## src/rtl/tq_pkg.sv

```systemverilog
package tq_pkg;

    localparam int CMD_W    = 2;
    localparam int SLOT_W   = 5;
    localparam int TICK_W   = 32;
    localparam int GRAN_W   = 31;
    localparam int PER_W    = 32;
    localparam int PADDR_W  = 3;
    localparam int IN_W     = 72;
    localparam int OUT_W    = 40;

    localparam logic [PADDR_W-1:0] ADDR_GRAN = 3'd0;

    typedef enum logic [CMD_W-1:0] {
        CMD_ARM      = 2'd0,
        CMD_ARM_LAST = 2'd1,
        CMD_CANCEL   = 2'd2,
        CMD_DISPATCH = 2'd3
    } cmd_t;

    typedef enum logic [2:0] {
        ST_IDLE,
        ST_SCAN,
        ST_DECIDE,
        ST_DIV,
        ST_EMIT
    } state_t;

    localparam logic KIND_FIRED = 1'b0;
    localparam logic KIND_SLEEP = 1'b1;

    localparam logic [PER_W-1:0] PER_NONE = '1;
    localparam logic [PER_W-1:0] PER_MAX  = {1'b0, {(PER_W-1){1'b1}}};

endpackage

```

## src/rtl/timed_event_queue.sv

```systemverilog
// Channel   Dir  Handshake          Payload
// s_        in   s_tvalid/s_tready  tdata: command, slot, wakeup_tick, now_tick
// m_        out  m_tvalid/m_tready  tdata: fired_slot, sleep_periods; tuser kind; tlast
// apb       in   psel/penable       register 0 tick granularity (pready tied high)
//
// Arm and cancel are taken in idle; an arm writes the wakeup RAM, a cancel
// only clears the armed bit. Dispatch: each result costs one scan of the
// wakeup RAM (one read per slot, then one decide step and one emit step); a
// final report with a wakeup left also runs the bit-serial divider.
// Reset clears armed bits, last dispatch tick and granularity (to 1).
// Output is a register; a stalled m_tready holds the dispatch in its emit step.
module timed_event_queue
    import tq_pkg::*;
    #(
    parameter int SLOTS = 32
    )
    (
    input  logic               clk,
    input  logic               rst_n,
    input  logic               s_tvalid,
    output logic               s_tready,
    input  logic [IN_W-1:0]    s_tdata,   // command, slot, wakeup_tick, now_tick
    output logic               m_tvalid,
    input  logic               m_tready,
    output logic [OUT_W-1:0]   m_tdata,   // fired_slot, sleep_periods
    output logic               m_tuser,   // kind
    output logic               m_tlast,
    input  logic               psel,
    input  logic               penable,
    input  logic               pwrite,
    input  logic [PADDR_W-1:0] paddr,
    input  logic [31:0]        pwdata,
    output logic [31:0]        prdata,
    output logic               pready
    );

    localparam int IDX_W  = $clog2(SLOTS);
    localparam int SCAN_W = $clog2(SLOTS + 1);

    // input unpacking
    logic [CMD_W-1:0]  in_cmd;
    logic [SLOT_W-1:0] in_slot;
    logic [TICK_W-1:0] in_wake;
    logic [TICK_W-1:0] in_now;
    logic [6:0]        slot_ext;
    logic              slot_ok;
    logic [IDX_W-1:0]  slot_idx;

    assign in_cmd   = s_tdata[1:0];
    assign in_slot  = s_tdata[6:2];
    assign in_wake  = s_tdata[38:7];
    assign in_now   = s_tdata[70:39];
    assign slot_ext = {2'b00, in_slot};
    assign slot_ok  = slot_ext < 7'(SLOTS);
    assign slot_idx = slot_ext[IDX_W-1:0];

    // configuration
    logic [GRAN_W-1:0] gran_reg;
    logic [GRAN_W-1:0] gran;
    logic [GRAN_W-1:0] half;

    assign pready = 1'b1;
    assign gran   = (gran_reg == '0) ? GRAN_W'(1) : gran_reg;
    assign half   = gran >> 1;
    assign prdata = (paddr == ADDR_GRAN) ? {1'b0, gran_reg} : 32'd0;

    always_ff @(posedge clk or negedge rst_n)
    begin
        if (!rst_n)
        begin
            gran_reg <= GRAN_W'(1);
        end
        else if (psel && penable && pwrite && pready && paddr == ADDR_GRAN)
        begin
            gran_reg <= pwdata[GRAN_W-1:0];
        end
    end

    // state
    state_t             state_reg, state_next;
    logic [SLOTS-1:0]   armed_reg, armed_next;
    logic [TICK_W-1:0]  last_tick_reg, last_tick_next;
    logic [TICK_W-1:0]  now_reg, now_next;
    logic [SCAN_W-1:0]  scan_reg, scan_next;
    logic               ev_vld_reg, ev_vld_next;
    logic [IDX_W-1:0]   ev_idx_reg, ev_idx_next;
    logic               found_reg, found_next;
    logic [IDX_W-1:0]   best_idx_reg, best_idx_next;
    logic [TICK_W-1:0]  best_key_reg, best_key_next;
    logic [TICK_W-1:0]  best_dlt_reg, best_dlt_next;
    logic               res_kind_reg, res_kind_next;
    logic [SLOT_W-1:0]  res_slot_reg, res_slot_next;
    logic [PER_W-1:0]   res_per_reg, res_per_next;
    logic               out_valid_reg, out_valid_next;
    logic               out_kind_reg, out_kind_next;
    logic [SLOT_W-1:0]  out_slot_reg, out_slot_next;
    logic [PER_W-1:0]   out_per_reg, out_per_next;

    logic               in_acc;
    logic               out_free;
    logic               scan_done;
    logic               expired;

    // wakeup RAM
    logic               ram_we;
    logic [IDX_W-1:0]   ram_raddr;
    logic [TICK_W-1:0]  ram_wdata;
    logic [TICK_W-1:0]  ram_rdata;
    logic [TICK_W-1:0]  ev_dlt;
    logic [TICK_W-1:0]  ev_key;

    // divider
    logic               div_start;
    logic               div_done;
    logic [TICK_W-1:0]  div_quo;
    logic [TICK_W-1:0]  div_num;

    assign s_tready  = (state_reg == ST_IDLE);
    assign in_acc    = s_tvalid && s_tready;
    assign out_free  = !out_valid_reg || m_tready;
    assign scan_done = (scan_reg == SCAN_W'(SLOTS));

    assign ram_we    = in_acc && slot_ok
                       && (in_cmd == CMD_ARM || in_cmd == CMD_ARM_LAST);
    assign ram_wdata = (in_cmd == CMD_ARM) ? in_wake : last_tick_reg;
    assign ram_raddr = scan_reg[IDX_W-1:0];

    // signed wrapped distance; flipping the sign bit makes an unsigned order
    assign ev_dlt = ram_rdata - now_reg;
    assign ev_key = {~ev_dlt[TICK_W-1], ev_dlt[TICK_W-2:0]};

    // expired when distance is negative or at most half a period
    assign expired = best_dlt_reg[TICK_W-1]
                     || (best_dlt_reg <= {{(TICK_W-GRAN_W){1'b0}}, half});

    assign div_num   = best_dlt_reg + {{(TICK_W-GRAN_W){1'b0}}, half};
    assign div_start = (state_reg == ST_DECIDE) && found_reg && !expired;

    tq_ram #(.WIDTH(TICK_W), .DEPTH(SLOTS)) u_ram
    (
        .clk   (clk),
        .we    (ram_we),
        .waddr (slot_idx),
        .wdata (ram_wdata),
        .raddr (ram_raddr),
        .rdata (ram_rdata)
    );

    tq_div u_div
    (
        .clk   (clk),
        .rst_n (rst_n),
        .start (div_start),
        .num   (div_num),
        .den   (gran),
        .done  (div_done),
        .quo   (div_quo)
    );

    // next state
    always_comb
    begin
        state_next = state_reg;
        unique case (state_reg)
            ST_IDLE:
            begin
                if (in_acc && in_cmd == CMD_DISPATCH)
                begin
                    state_next = ST_SCAN;
                end
            end
            ST_SCAN:
            begin
                if (scan_done)
                begin
                    state_next = ST_DECIDE;
                end
            end
            ST_DECIDE:
            begin
                state_next = div_start ? ST_DIV : ST_EMIT;
            end
            ST_DIV:
            begin
                if (div_done)
                begin
                    state_next = ST_EMIT;
                end
            end
            ST_EMIT:
            begin
                if (out_free)
                begin
                    state_next = (res_kind_reg == KIND_SLEEP) ? ST_IDLE : ST_SCAN;
                end
            end
            default:
            begin
                state_next = ST_IDLE;
            end
        endcase
    end

    // datapath
    always_comb
    begin
        armed_next     = armed_reg;
        last_tick_next = last_tick_reg;
        now_next       = now_reg;
        scan_next      = scan_reg;
        ev_vld_next    = 1'b0;
        ev_idx_next    = ev_idx_reg;
        found_next     = found_reg;
        best_idx_next  = best_idx_reg;
        best_key_next  = best_key_reg;
        best_dlt_next  = best_dlt_reg;
        res_kind_next  = res_kind_reg;
        res_slot_next  = res_slot_reg;
        res_per_next   = res_per_reg;
        out_valid_next = out_valid_reg && !m_tready;
        out_kind_next  = out_kind_reg;
        out_slot_next  = out_slot_reg;
        out_per_next   = out_per_reg;

        unique case (state_reg)
            ST_IDLE:
            begin
                if (in_acc)
                begin
                    if (in_cmd == CMD_DISPATCH)
                    begin
                        now_next       = in_now;
                        last_tick_next = in_now;
                        scan_next      = '0;
                        found_next     = 1'b0;
                    end
                    else if (slot_ok)
                    begin
                        armed_next[slot_idx] = (in_cmd != CMD_CANCEL);
                    end
                end
            end
            ST_SCAN:
            begin
                if (!scan_done)
                begin
                    ev_vld_next = 1'b1;
                    ev_idx_next = ram_raddr;
                    scan_next   = scan_reg + 1'b1;
                end
                // strict compare keeps the lowest slot on a tie
                if (ev_vld_reg && armed_reg[ev_idx_reg]
                    && (!found_reg || ev_key < best_key_reg))
                begin
                    found_next    = 1'b1;
                    best_idx_next = ev_idx_reg;
                    best_key_next = ev_key;
                    best_dlt_next = ev_dlt;
                end
            end
            ST_DECIDE:
            begin
                res_slot_next = '0;
                res_per_next  = '0;
                if (!found_reg)
                begin
                    res_kind_next = KIND_SLEEP;
                    res_per_next  = PER_NONE;
                end
                else if (expired)
                begin
                    res_kind_next            = KIND_FIRED;
                    res_slot_next            = SLOT_W'(best_idx_reg);
                    armed_next[best_idx_reg] = 1'b0;
                end
                else
                begin
                    res_kind_next = KIND_SLEEP;
                end
            end
            ST_DIV:
            begin
                if (div_done)
                begin
                    res_per_next = div_quo[TICK_W-1] ? PER_MAX : div_quo;
                end
            end
            ST_EMIT:
            begin
                if (out_free)
                begin
                    out_valid_next = 1'b1;
                    out_kind_next  = res_kind_reg;
                    out_slot_next  = res_slot_reg;
                    out_per_next   = res_per_reg;
                    scan_next      = '0;
                    found_next     = 1'b0;
                end
            end
            default:
            begin
            end
        endcase
    end

    always_ff @(posedge clk or negedge rst_n)
    begin
        if (!rst_n)
        begin
            state_reg     <= ST_IDLE;
            armed_reg     <= '0;
            last_tick_reg <= '0;
            scan_reg      <= '0;
            ev_vld_reg    <= 1'b0;
            found_reg     <= 1'b0;
            out_valid_reg <= 1'b0;
        end
        else
        begin
            state_reg     <= state_next;
            armed_reg     <= armed_next;
            last_tick_reg <= last_tick_next;
            scan_reg      <= scan_next;
            ev_vld_reg    <= ev_vld_next;
            found_reg     <= found_next;
            out_valid_reg <= out_valid_next;
        end
    end

    always_ff @(posedge clk)
    begin
        now_reg      <= now_next;
        ev_idx_reg   <= ev_idx_next;
        best_idx_reg <= best_idx_next;
        best_key_reg <= best_key_next;
        best_dlt_reg <= best_dlt_next;
        res_kind_reg <= res_kind_next;
        res_slot_reg <= res_slot_next;
        res_per_reg  <= res_per_next;
        out_kind_reg <= out_kind_next;
        out_slot_reg <= out_slot_next;
        out_per_reg  <= out_per_next;
    end

    assign m_tvalid = out_valid_reg;
    assign m_tdata  = {3'b000, out_per_reg, out_slot_reg};
    assign m_tuser  = out_kind_reg;
    assign m_tlast  = (out_kind_reg == KIND_SLEEP);

endmodule

```

## src/rtl/tq_ram.sv

```systemverilog
module tq_ram
    #(
    parameter int WIDTH = 32,
    parameter int DEPTH = 32
    )
    (
    input  logic                     clk,
    input  logic                     we,
    input  logic [$clog2(DEPTH)-1:0] waddr,
    input  logic [WIDTH-1:0]         wdata,
    input  logic [$clog2(DEPTH)-1:0] raddr,
    output logic [WIDTH-1:0]         rdata
    );

    logic [WIDTH-1:0] mem [DEPTH];

    always_ff @(posedge clk)
    begin
        if (we)
        begin
            mem[waddr] <= wdata;
        end
        rdata <= mem[raddr];
    end

endmodule

```

## src/rtl/tq_div.sv

```systemverilog
// restoring divider, one quotient bit per cycle
module tq_div
    import tq_pkg::*;
    (
    input  logic              clk,
    input  logic              rst_n,
    input  logic              start,
    input  logic [TICK_W-1:0] num,
    input  logic [GRAN_W-1:0] den,
    output logic              done,
    output logic [TICK_W-1:0] quo
    );

    localparam int CNT_W = $clog2(TICK_W);

    logic              busy_reg, busy_next;
    logic [CNT_W-1:0]  cnt_reg, cnt_next;
    logic [TICK_W-1:0] num_reg, num_next;
    logic [TICK_W-1:0] quo_reg, quo_next;
    logic [GRAN_W:0]   rem_reg, rem_next;
    logic              done_reg, done_next;
    logic [GRAN_W:0]   rem_sh;
    logic [GRAN_W:0]   den_ext;

    assign den_ext = {1'b0, den};
    assign rem_sh  = {rem_reg[GRAN_W-1:0], num_reg[TICK_W-1]};

    always_comb
    begin
        busy_next = busy_reg;
        cnt_next  = cnt_reg;
        num_next  = num_reg;
        quo_next  = quo_reg;
        rem_next  = rem_reg;
        done_next = 1'b0;
        if (start)
        begin
            busy_next = 1'b1;
            cnt_next  = '0;
            num_next  = num;
            rem_next  = '0;
        end
        else if (busy_reg)
        begin
            num_next = {num_reg[TICK_W-2:0], 1'b0};
            if (rem_sh >= den_ext)
            begin
                rem_next = rem_sh - den_ext;
                quo_next = {quo_reg[TICK_W-2:0], 1'b1};
            end
            else
            begin
                rem_next = rem_sh;
                quo_next = {quo_reg[TICK_W-2:0], 1'b0};
            end
            cnt_next = cnt_reg + 1'b1;
            if (cnt_reg == CNT_W'(TICK_W - 1))
            begin
                busy_next = 1'b0;
                done_next = 1'b1;
            end
        end
    end

    always_ff @(posedge clk or negedge rst_n)
    begin
        if (!rst_n)
        begin
            busy_reg <= 1'b0;
            done_reg <= 1'b0;
            cnt_reg  <= '0;
        end
        else
        begin
            busy_reg <= busy_next;
            done_reg <= done_next;
            cnt_reg  <= cnt_next;
        end
    end

    always_ff @(posedge clk)
    begin
        num_reg <= num_next;
        quo_reg <= quo_next;
        rem_reg <= rem_next;
    end

    assign done = done_reg;
    assign quo  = quo_reg;

endmodule

```

## config.mk

```make
export PLATFORM = sky130hd
export DESIGN_NAME = timed_event_queue
export DESIGN_NICKNAME = d
export VERILOG_FILES = /design/src/rtl/tq_pkg.sv /design/src/rtl/timed_event_queue.sv /design/src/rtl/tq_ram.sv /design/src/rtl/tq_div.sv
export SDC_FILE = /design/constraint.sdc
export NUM_CORES = 2
export LEC_CHECK = 0
export ABC_AREA = 0
export BUFFER_PORTS_ARGS = -buffer_cell sky130_fd_sc_hd__clkbuf_2
export CORE_UTILIZATION = 62
export CTS_BUF_LIST = sky130_fd_sc_hd__clkbuf_16
export CTS_CLUSTER_DIAMETER = 150
export DETAILED_ROUTE_END_ITERATION = 6
export GPL_ROUTABILITY_DRIVEN = 0
export PLACE_DENSITY = 0.82
export RECOVER_POWER = 100
export SKIP_CTS_REPAIR_TIMING = 1
export SYNTH_ARGS = -nofsm -noshare
export SYNTH_HDL_FRONTEND = slang
export SYNTH_SLANG_ARGS = --single-unit
```

## constraint.sdc

```tcl
create_clock -name clk -period 8.5 [get_ports clk]
set_clock_uncertainty 0.15 [all_clocks]
set_input_delay 1.7 -clock clk [delete_from_list [all_inputs] [get_ports clk]]
set_output_delay 1.7 -clock clk [all_outputs]
set_load 0.03 [all_outputs]
```

==> run_results.csv <==
group,metric,value,unit
clocking,clk_latency,0.78,ns
worst_setup_path,worstPathArrival,7.16,ns
cells_and_area,n_fill_cell,5878,
worst_setup_path,critPathCaptureType,"flip-flop",
routing,drtIter0Drc,4475,
global_route,grt_pass1_vias,34500,
worst_setup_path,crit_end,"u_ram.rdata[16]",
hold_path,hold_path_class,"flip-flop to flip-flop",
worst_setup_path,critPathLaunchType,"flip-flop",
cells_and_area,nNetsFinal,3963,
timing,setup_viol,0,
logic_synthesis,ys_ff_latch,1416,
routing,routed_wl,158000,um
global_route,overflow,0,
worst_setup_path,path_buf_inv,1,
run,maxCapViolCount,51,
clocking,cts_root_buffer,"clkbuf_16",
pwr,p_per_area,343,mW/mm2
pwr,ir_drop,0.251,mV
logic_synthesis,ys_types,88,
timing,period_share,78.5,%
floorplan,die_y,314,um
clocking,cts_tree,"built",
timing,holdWs,0.267,ns
pwr,total_power,22.8,mW
worst_setup_path,critPathSlowestCell,"clkbuf_1",
floorplan,core,0.0956,mm2
worst_setup_path,crit_path_cell_trace,"clkbuf_1, mux4_2, mux4_2, mux2_2",
timing,final_max_slew_viol_count,1906,
timing,setup_slack,1.83,ns
status,outcome,"finished with violations",
cells_and_area,instances_no_fill,5073,
floorplan,die_w,314,um
clocking,clock_tree.buffer_depth,3,
logic_synthesis,async_reset_ff_share,8.05,%
logic_synthesis,synthCells,3496,
routing,drc,0,
cells_and_area,syn_to_final_growth,10.8,%
logic_synthesis,yosysSeqAreaShare,68.7,%
clocking,cts.sinks,1416,
routing,avgRoutedWirePerCell,31.1,um
routing,vias,34500,
worst_setup_path,crit_family,"buffers and inverters",
logic_synthesis,synth_edf_count,1239,
worst_setup_path,rrSetupSlack,1.83,ns
floorplan,io-pin-count,191,
place,dp_cells,4810,
cells_and_area,regMostFlops,"u_ram.mem",
worst_setup_path,cp.depth,4,
global_route,grt_use_met1,42.5,%
timing,rsz0062_at_grt,"false",
clocking,clk_pin_slew,0.06,ns
floorplan,initial_utilization,62.9,%
place,pre_cts_slack,2.63,ns
place,portBuffers,183,
logic_synthesis,synth.cell_area,0.0602,mm2
worst_setup_path,r2r-end,"u_ram.rdata[16]",
timing,hold_violations,0,
global_route,gr-usage-all-layers,32.4,%
worst_setup_path,worstSetupPathType,"flip-flop to flip-flop",
worst_setup_path,ff2ff_path_depth,4,
logic_synthesis,synth-warning-count,0,
timing,layout_min_cycle_time,6.67,ns
routing,via_per_inst,6.80,
timing,finalSetupTns,0,ns
worst_setup_path,cpMostUsedCell,"mux4_2",
global_route,grt_max_degree,133,
routing,dr.pass1.iters,6,
global_route,antenna_found_initial,3,
timing,clock.fmax,0.150,GHz
timing,worst_pin_slew,3.98,ns
cells_and_area,largest_reg_flops,1024,
floorplan,rows,113,
global_route,busiest_layer,"met2",
global_route,use_met3,5.73,%
status,violations,"max-capacitance violations, max-slew violations",
clocking,cts.htree.levels,4,
global_route,globalRouteMet2Util,52.4,%
logic_synthesis,syn_area_per_cell,17.2,um2
place,place.detailed.hpwl,82400,um
clocking,cts_made_buffers,141,
logic_synthesis,synth_flop_cell,"edfxtp_1",
pwr,power.static_leakage,22.9,nW
worst_setup_path,slowest_delay,2.82,ns
worst_setup_path,critPathLaunch,"scan_reg[0]",
cells_and_area,drive_above_1_share,19.5,%
worst_setup_path,crit_required,8.99,ns
floorplan,dieArea,0.0983,mm2
timing,relSlewSlack,-165,%
global_route,grt_pass1_wl,228000,um
worst_setup_path,rr_startpoint,"scan_reg[0]",
routing,antenna_left,0,
worst_setup_path,cp_max_fo,46,
synthesized netlist by cell type (8+ instances only):
cell         n  area [um2]
mux4_2     330        7430
nor4_1      15        93.8
mux2_2      99        1110
nand4_1     25         156
nand2_1    168         631
a311oi_2    10         150
o21ai_1     31         155
clkbuf_1   135         507
mux2i_1     15         150
and2_1      38         238
and3_1      13        81.3
nor2_1     183         687
nor3_1      25         125
dfxtp_1     63        1260
buf_1       24        90.1
xor2_1      20         175
o21ai_0     77         385
a31oi_1     45         282
a21oi_1     95         475
or3_1        9        56.3
ha_1       157        1960
xnor2_1     66         578
o21a_1      45         338
o211ai_1     8        60.1
nor2b_1     25         156
buf_2       18        90.1
a211oi_1    16         120
dfrtp_1    113        2830
nand2b_1    20         125
inv_1      138         518
a21o_1      42         315
edfxtp_1  1239       37200
o21bai_1    13        97.6
nand3_1     17        85.1
o32ai_1     32         280
kinds of logic after synthesis:
kind of cell,after synthesis,synth area share [%]
simple gates,569,4.46
buf+inv,333,2.25
mux,444,14.5
flops,1416,68.7
other cells,2,0.0125
compound gates,486,5.53
fa+ha+maj,160,3.36
xor+xnor,86,1.25
layout by cell type (no fill, tap or decap), drive strengths merged, types with 13 or more instances in the layout:
cell type and n:
a21o 42, o21ai 113, dfrtp 113, nand4 25, mux4 330, xor2 20, nand2 168, o32ai 32
nor2b 25, nor3 27, edfxtp 1239, clkinv 55, and3 13, nor2 183, o21a 45, mux2 99
dfxtp 63, ha 157, nor4 15, a21oi 97, clkbuf 372, xnor2 66, mux2i 15, o21bai 13
inv 195, a31oi 46, a311oi 17, nand3 17, nand2b 20, a211oi 18, and2 39
routing by layer:
metal	part of all wire, %	wire length [um]
met4	5.8	9130
met3	9.9	15600
met5	0.0082	13
met1	36	56400
met2	49	76500
cell type report:
| type | instances | area (um2) | area share, % |
|---|---|---|---|
| antenna | 2 | 5.00 | 0.00751 |
| clock buffer | 142 | 3550 | 5.33 |
| clock inverter | 118 | 900 | 1.35 |
| inverter | 141 | 529 | 0.794 |
| multi-input combinational | 1750 | 17700 | 26.6 |
| sequential | 1416 | 41300 | 62.0 |
| tap | 1265 | 1580 | 2.37 |
| timing repair buffer | 239 | 1070 | 1.60 |
worst min path at each step:
stage | slack [ns] | start | end | depth (start not counted)
floorplan | 0.25 | res_per_reg[0] | out_per_reg[0] | 0
global placement | 0.25 | res_slot_reg[1] | out_slot_reg[1] | 0
detailed placement | 0.26 | res_slot_reg[0] | out_slot_reg[0] | 0
CTS | 0.27 | res_slot_reg[0] | out_slot_reg[0] | 0
global route | 0.27 | res_per_reg[3] | out_per_reg[3] | 0
finish | 0.27 | res_slot_reg[0] | out_slot_reg[0] | 0
report_power, final:
group          leakage (nW)  internal, mW  switching (mW)
registers              13.1          8.92           0.556
logic                  7.39          3.23            4.14
clock network          2.36          3.29            2.70
metrics by stage:
step | instance area, um2 | util [%]
finish | 66700 | 69.8
floorplan | 60200 | -
detailed placement | 62600 | 65.5
global route | 66700 | 69.8
global placement | 62600 | 65.5
CTS | 67100 | 70.2
No activity file was read; power rests on OpenSTA's default activity.
